==> src/hdl/frc_pkg.sv <==
// Package for the fatigue risk classifier: payload types, register indexes, constants.
// No dependencies.
package frc_pkg;
    localparam int RING_DEPTH_DEF = 64;
    localparam int CFG_W = 48;
    localparam int CFG_IDX_W = 3;
    localparam logic [9:0] MS_PER_SEC = 10'd1000;
    localparam logic [6:0] SCORE_MAX = 7'd100;

    // Elapsed time at or above this gives a decay quotient that empties any score
    localparam logic [47:0] DECAY_SAT_MS = 48'd2048000;
    // ceil(2^25 / 125): exact floor(x / 125) for any x below 2^18
    localparam logic [18:0] RECIP_125 = 19'd268436;

    localparam logic [CFG_IDX_W-1:0] REG_SHORT_WIN = 3'd0;
    localparam logic [CFG_IDX_W-1:0] REG_LONG_WIN  = 3'd1;
    localparam logic [CFG_IDX_W-1:0] REG_LC_WARN   = 3'd2;
    localparam logic [CFG_IDX_W-1:0] REG_HD_WARN   = 3'd3;
    localparam logic [CFG_IDX_W-1:0] REG_REC_HOLD  = 3'd4;
    localparam logic [CFG_IDX_W-1:0] REG_THRESH    = 3'd5;
    localparam logic [CFG_IDX_W-1:0] REG_WEIGHTS   = 3'd6;

    localparam logic [19:0] SHORT_WIN_RST = 20'd60000;
    localparam logic [19:0] LONG_WIN_RST  = 20'd300000;
    localparam logic [15:0] LC_WARN_RST   = 16'd1500;
    localparam logic [15:0] HD_WARN_RST   = 16'd3000;
    localparam logic [15:0] REC_HOLD_RST  = 16'd5000;
    localparam logic [47:0] THRESH_RST    = 48'd2233467011841;
    localparam logic [47:0] WEIGHTS_RST   = 48'd2242225248517;

    // Ring kind codes
    localparam logic [1:0] KIND_CLOSURE = 2'd0;
    localparam logic [1:0] KIND_LONG    = 2'd1;
    localparam logic [1:0] KIND_YAWN    = 2'd2;
    localparam logic [1:0] KIND_HEAD    = 2'd3;

    // Output event codes
    localparam logic [2:0] EV_NONE = 3'd0;
    localparam logic [2:0] EV_CLOSURE = 3'd1;
    localparam logic [2:0] EV_LONG = 3'd2;
    localparam logic [2:0] EV_YAWN = 3'd3;
    localparam logic [2:0] EV_HEAD = 3'd4;
    localparam logic [2:0] EV_FACE_LOST = 3'd5;
    localparam logic [2:0] EV_COMBO = 3'd6;

    localparam logic [1:0] LVL_NORMAL = 2'd0;
    localparam logic [1:0] LVL_ATTN = 2'd1;
    localparam logic [1:0] LVL_WARN = 2'd2;
    localparam logic [1:0] LVL_HIGH = 2'd3;

    typedef struct packed {
        logic [47:0] frame_time_ms;
        logic        eyes_shut;
        logic        eyes_shut_long;
        logic        yawn;
        logic        head_low;
        logic        face_seen;
        logic [23:0] closure_duration_ms;
        logic [23:0] long_closure_duration_ms;
        logic [23:0] yawn_len_ms;
        logic [23:0] head_low_len_ms;
    } frc_in_t;

    typedef struct packed {
        logic [1:0]  risk_level;
        logic [6:0]  fatigue_score;
        logic [2:0]  event_kind;
        logic [23:0] event_len_ms;
        logic        alarm_request;
        logic        save_request;
    } frc_out_t;

    // Push and scan request from sequencer to ring unit
    typedef struct packed {
        logic        push;
        logic [1:0]  push_kind;
        logic        scan_start;
        logic [47:0] cut_short;
        logic [47:0] cut_long;
    } frc_ring_cmd_t;

    function automatic logic [7:0] byte_of(input logic [47:0] r, input int k);
        byte_of = r[8*k +: 8];
    endfunction
endpackage

==> src/hdl/frc_ring.sv <==
// Event ring and window scanner: one entry compared per cycle.
// Depends on frc_pkg.
module frc_ring #(
    parameter int RING_DEPTH = frc_pkg::RING_DEPTH_DEF
) (
    input  logic                  aclk,
    input  logic                  aresetn,
    input  frc_pkg::frc_ring_cmd_t cmd,
    input  logic [47:0]           now,
    output logic                  scan_done,
    output logic [$clog2(RING_DEPTH+1)-1:0] lc_short,
    output logic [$clog2(RING_DEPTH+1)-1:0] yawn_short,
    output logic [$clog2(RING_DEPTH+1)-1:0] yawn_long,
    output logic [$clog2(RING_DEPTH+1)-1:0] all_long,
    output logic [2:0]            kinds_short
);
    import frc_pkg::*;
    localparam int AW = $clog2(RING_DEPTH);
    localparam int CW = $clog2(RING_DEPTH+1);

    logic [47:0] times_mem [RING_DEPTH];
    logic [1:0]  types_mem [RING_DEPTH];
    logic [AW-1:0] wptr_reg;
    logic [CW-1:0] fill_reg;
    logic [CW-1:0] idx_reg;
    logic          busy_reg, rd_v_reg, done_reg;
    logic [47:0]   rd_t_reg;
    logic [1:0]    rd_k_reg;
    logic [3:0]    seen_reg;
    logic [CW-1:0] lcs_reg, yws_reg, ywl_reg, tot_reg;

    // Write and read the ring in a clocked block
    always_ff @(posedge aclk) begin
        if (cmd.push) begin
            times_mem[wptr_reg] <= now;
            types_mem[wptr_reg] <= cmd.push_kind;
        end
        rd_t_reg <= times_mem[idx_reg[AW-1:0]];
        rd_k_reg <= types_mem[idx_reg[AW-1:0]];
    end

    logic in_s, in_l;
    assign in_s = rd_t_reg >= cmd.cut_short;
    assign in_l = rd_t_reg >= cmd.cut_long;

    always_ff @(posedge aclk) begin
        if (!aresetn) begin
            wptr_reg <= '0;
            fill_reg <= '0;
            busy_reg <= 1'b0;
            rd_v_reg <= 1'b0;
            done_reg <= 1'b0;
            idx_reg  <= '0;
        end else begin
            done_reg <= 1'b0;
            if (cmd.push) begin
                wptr_reg <= (wptr_reg == AW'(RING_DEPTH-1)) ? '0 : wptr_reg + 1'b1;
                if (fill_reg != CW'(RING_DEPTH)) fill_reg <= fill_reg + 1'b1;
            end
            // Issue one read per cycle over the filled entries
            rd_v_reg <= busy_reg && (idx_reg < fill_reg);
            if (cmd.scan_start) begin
                busy_reg <= 1'b1;
                idx_reg  <= '0;
                seen_reg <= '0;
                lcs_reg <= '0; yws_reg <= '0; ywl_reg <= '0; tot_reg <= '0;
            end else if (busy_reg) begin
                if (idx_reg < fill_reg) idx_reg <= idx_reg + 1'b1;
                else if (!rd_v_reg) begin
                    busy_reg <= 1'b0;
                    done_reg <= 1'b1;
                end
            end
            // Accumulate the tallies from the registered read
            if (rd_v_reg && !cmd.scan_start) begin
                if (in_s) begin
                    if (rd_k_reg == KIND_LONG) lcs_reg <= lcs_reg + 1'b1;
                    if (rd_k_reg == KIND_YAWN) yws_reg <= yws_reg + 1'b1;
                    seen_reg[rd_k_reg] <= 1'b1;
                end
                if (in_l) begin
                    tot_reg <= tot_reg + 1'b1;
                    if (rd_k_reg == KIND_YAWN) ywl_reg <= ywl_reg + 1'b1;
                end
            end
        end
    end

    assign scan_done = done_reg;
    assign lc_short = lcs_reg;
    assign yawn_short = yws_reg;
    assign yawn_long = ywl_reg;
    assign all_long = tot_reg;
    assign kinds_short = 3'($countones(seen_reg));
endmodule

==> config.mk <==
export PLATFORM = sky130hd
export DESIGN_NAME = frc_ring
export DESIGN_NICKNAME = d
export VERILOG_FILES = /design/src/hdl/frc_pkg.sv /design/src/hdl/frc_ring.sv
export SDC_FILE = /design/constraint.sdc
export NUM_CORES = 2
export LEC_CHECK = 0
export ABC_CLOCK_PERIOD_IN_PS = 7710
export BUFFER_PORTS_ARGS = -buffer_cell sky130_fd_sc_hd__buf_2
export CAP_MARGIN = 15
export CORE_MARGIN = 2
export CORE_UTILIZATION = 59
export DETAILED_ROUTE_END_ITERATION = 6
export GPL_TIMING_DRIVEN = 1
export PLACE_DENSITY = 0.75
export SYNTH_ARGS = -nofsm -noshare
export SYNTH_HDL_FRONTEND = slang
export SYNTH_SLANG_ARGS = --single-unit
==> constraint.sdc <==
create_clock -name aclk -period 7.71 [get_ports aclk]
set_clock_uncertainty 0.05 [all_clocks]
set_input_delay 1.542 -clock aclk [delete_from_list [all_inputs] [get_ports aclk]]
set_output_delay 1.542 -clock aclk [all_outputs]
set_load 0.03 [all_outputs]
==> metrics.txt <==
Routed WL roughly 350000 um; post-synthesis sequential area ratio 0.773; RSZ-0062 raised after global routing false; via count of the first global-routing pass about 63000; post-synth top area share 0.761; Hold WC Path Type reg -> reg; Crit path max-delay family compound AO/OA/AOI/OAI gates; vias per inst a little over 7; WL per Instance approximately 40 um; gp weighted congestion between 0.8 and 0.9; First DRT Iteration DRCs around 9600; largest net degree at the start of global routing between 100 and 150; worst path bufs/invs 4; latest clock arrival within the worst-skew pair 950 ps; Maximum Capacitance Violations 0; Reg2Reg Depth 11; reg-to-reg critical path endpoint yawn_long[4]; first-pass GRT wire length a little under 500000 um; arrival time of the worst setup path 5450 ps; r2r setup slk ~3300 ps; top cell type by total area after synthesis edfxtp_1; worst path cell trace buf_2, inv_1, ha_1, a21oi_1, o21ai_0, a221oi_1, o2bb2ai_1, buf_4, nor4_4, buf_8, nor2_1, nand4_1, mux2_2; drt pass-1 iters 7; Syn Area/Cell 24.2 um^2; Clock Sinks roughly 3300; maximum vdd drop about 0.26 mV; Final period util 0.624; Clock transition at path regs 60 ps; Core ar. between 0.2 and 0.25 mm^2; top cells by area, synth edfxtp_1, mux4_2, dfxtp_1; Hold Vio Cnt, Final 0; status finished with violations; #FFs+latches synth 3305; Setup CP Type in -> reg; Leak 43.8 nW; asr flop ratio synth 0; Mapped Area around 0.13 mm^2; largest stage delay on the critical path approximately 1100 ps; ratio of cells with drive above 1 in the final layout 0.323; R2R Path Start rd_t_reg[21]; Port Buffers around 180; top cells by count, synth edfxtp_1, mux4_2, clkbuf_1; CP max stage cell a221oi_1; Nets about 5900; Hold Crit Depth 2; Ports between 150 and 200; CTS Root Cell clkbuf_16; Post-CTS Setup Inserts 0; top_reg_cell synth edfxtp_1; failing checks DRC; Die Y between 400 and 500 um; Power Dens Cells approximately 250 mW/mm^2; Worst EP required about 8400 ps; max FFs per register a little over 3000; gr ovfl total 0; Slew headroom 0.147; Fmax a little over 200 MHz; area taken by multi-input logic gates around 0.028 mm^2; FP Rows 170; initial antenna violation count 26; Crit. End Element flip-flop; Netlist cell types 55; H-tree levels 5; detailed-route DRC error count 6; Cells after DPL about 8200; initial cell density of the core 0.594; Tot GR Track Use 0.323; post-layout min period 4810 ps; nature of the critical path startpoint primary input; TritonCTS Buffers about 340; Hold Crit Start fill_reg[5]; CTS tree done; Die Area 0.220 mm^2; Antenna Nets Post-Route 0; most frequent cell after synthesis edfxtp_1; Final Max Slew Viols 0; Worst Tran Pin Value 1280 ps; detailed-placement wirelength estimate between 150000 and 200000 um; CP Max Fanout 16; Max Buffers Root-to-Sink 4; Mapped Cells 5256; # setup viols final 0; FF+latch area between 0.09 and 0.1 mm^2; cts hold-fix bufs 0; Filler cells ~13000; final non-filler cell total 8781; setup_tns 0 ps; Mapped Nets ~5500; Die W between 400 and 500 um; YS warnings 0; post-CTS sizing 0; number of synthesized flops with an enable pin 3232; Syn-to-layout area delta 12.4%; total number of vias 62900; Hold EP fill_reg[5]
## final cells by class
| cell class | count | share of cell area |
|---|---|---|
| Sequential cell | 3305 | 0.688 |
| Multi-Input combinational cell | 1581 | 0.195 |
| Clock buffer | 437 | 0.0630 |
| Tap cell | 2838 | 0.0248 |
| Timing Repair Buffer | 342 | 0.0179 |
| Clock inverter | 150 | 0.00890 |
| Inverter | 118 | 0.00309 |
| Antenna cell | 10 | 0.000175 |
## placed cells by master, fill, tap and decap left out, types with 14 or more instances in the layout
master / netlist / layout
clkinv_2: 0 / 43
bufinv_16: 0 / 21
xnor2_1: 16 / 16
clkinv_1: 0 / 65
buf_2: 45 / 181
edfxtp_1: 3232 / 3232
nand4_1: 33 / 33
nand2_1: 41 / 41
a21oi_1: 51 / 51
mux4_2: 1050 / 1050
clkbuf_16: 0 / 340
clkbuf_8: 0 / 15
buf_12: 0 / 34
or3_1: 14 / 14
o21ai_0: 28 / 25
nand3_1: 24 / 24
ha_1: 112 / 112
inv_1: 118 / 118
clkbuf_1: 149 / 82
dfxtp_1: 73 / 67
nor2_1: 98 / 34
nor2_4: 0 / 64
buf_4: 13 / 122
## report_power, final
group	switching (W)	internal [W]	leakage (nW)
clock network	0.00667	0.00893	5.03
registers	0.0000884	0.0198	29.7
logic	0.000658	0.000362	9.04
## metal layers
layer / GRT usage / up-vias / wire, um / share of wire
met5: 0 / - / 91 / 0.00026
met4: 0.160 / 12 / 20600 / 0.059
met3: 0.0691 / 1026 / 40200 / 0.11
met2: 0.512 / 4983 / 170000 / 0.48
met1: 0.434 / 33400 / 120000 / 0.34
li1: - / 23500 / - / -
## logic make-up (layout without fill, tap and decap cells)
kind of cell	Yosys count	after routing	share of synthesized area
other	0	10	0
adders and majority gates	113	113	0.0112
xor gates and xnor gates	23	23	0.00158
AOI/OAI and AO/OA	125	125	0.00587
and+or+nand+nor	263	263	0.0101
muxes	1057	1057	0.186
buffers and inverters	370	1047	0.0123
DFF	3305	3305	0.773
## how the worst max path moves through the flow
| stage | slack (ps) | cells after the start | endpoint | from |
|---|---|---|---|---|
| final | 2900 | 13 | yawn_long[4] | cmd[21] |
| after global routing | 2710 | 13 | yawn_long[4] | cmd[21] |
| after detailed placement | 2020 | 13 | yawn_long[4] | cmd[21] |
| after global placement | 660 | 10 | lc_short[5] | cmd[54] |
| after CTS | 2980 | 13 | yawn_long[4] | cmd[21] |
| after floorplan | 2780 | 3 | times_mem[31][0] | cmd[99] |
## through the flow
stage / cell area, um^2 / setup slack [ps] / utilization / hold slack, ps / total power (W)
2_1_floorplan: 127000 / 2780 / - / 414 / 0.0207
3_3_place_gp: 133000 / 656 / 0.619 / 435 / 0.0212
3_5_place_dp: 133000 / 2020 / 0.620 / 452 / 0.0213
4_1_cts: 143000 / 2980 / 0.668 / 460 / 0.0366
5_1_grt: 143000 / 2710 / 0.668 / 481 / 0.0373
6_report: 143000 / 2900 / 0.668 / 455 / 0.0365
## worst register-to-register path: stages, from the launching register on
cell       delay [ps]
dfxtp_1           330
ha_1              310
a21oi_1           650
o21ai_0           180
a221oi_1         1090
o2bb2ai_1         270
buf_4             230
nor4_4            280
buf_8             220
nor2_1            120
nand4_1           100
mux2_2            330
(Power assumes the default switching activity.)
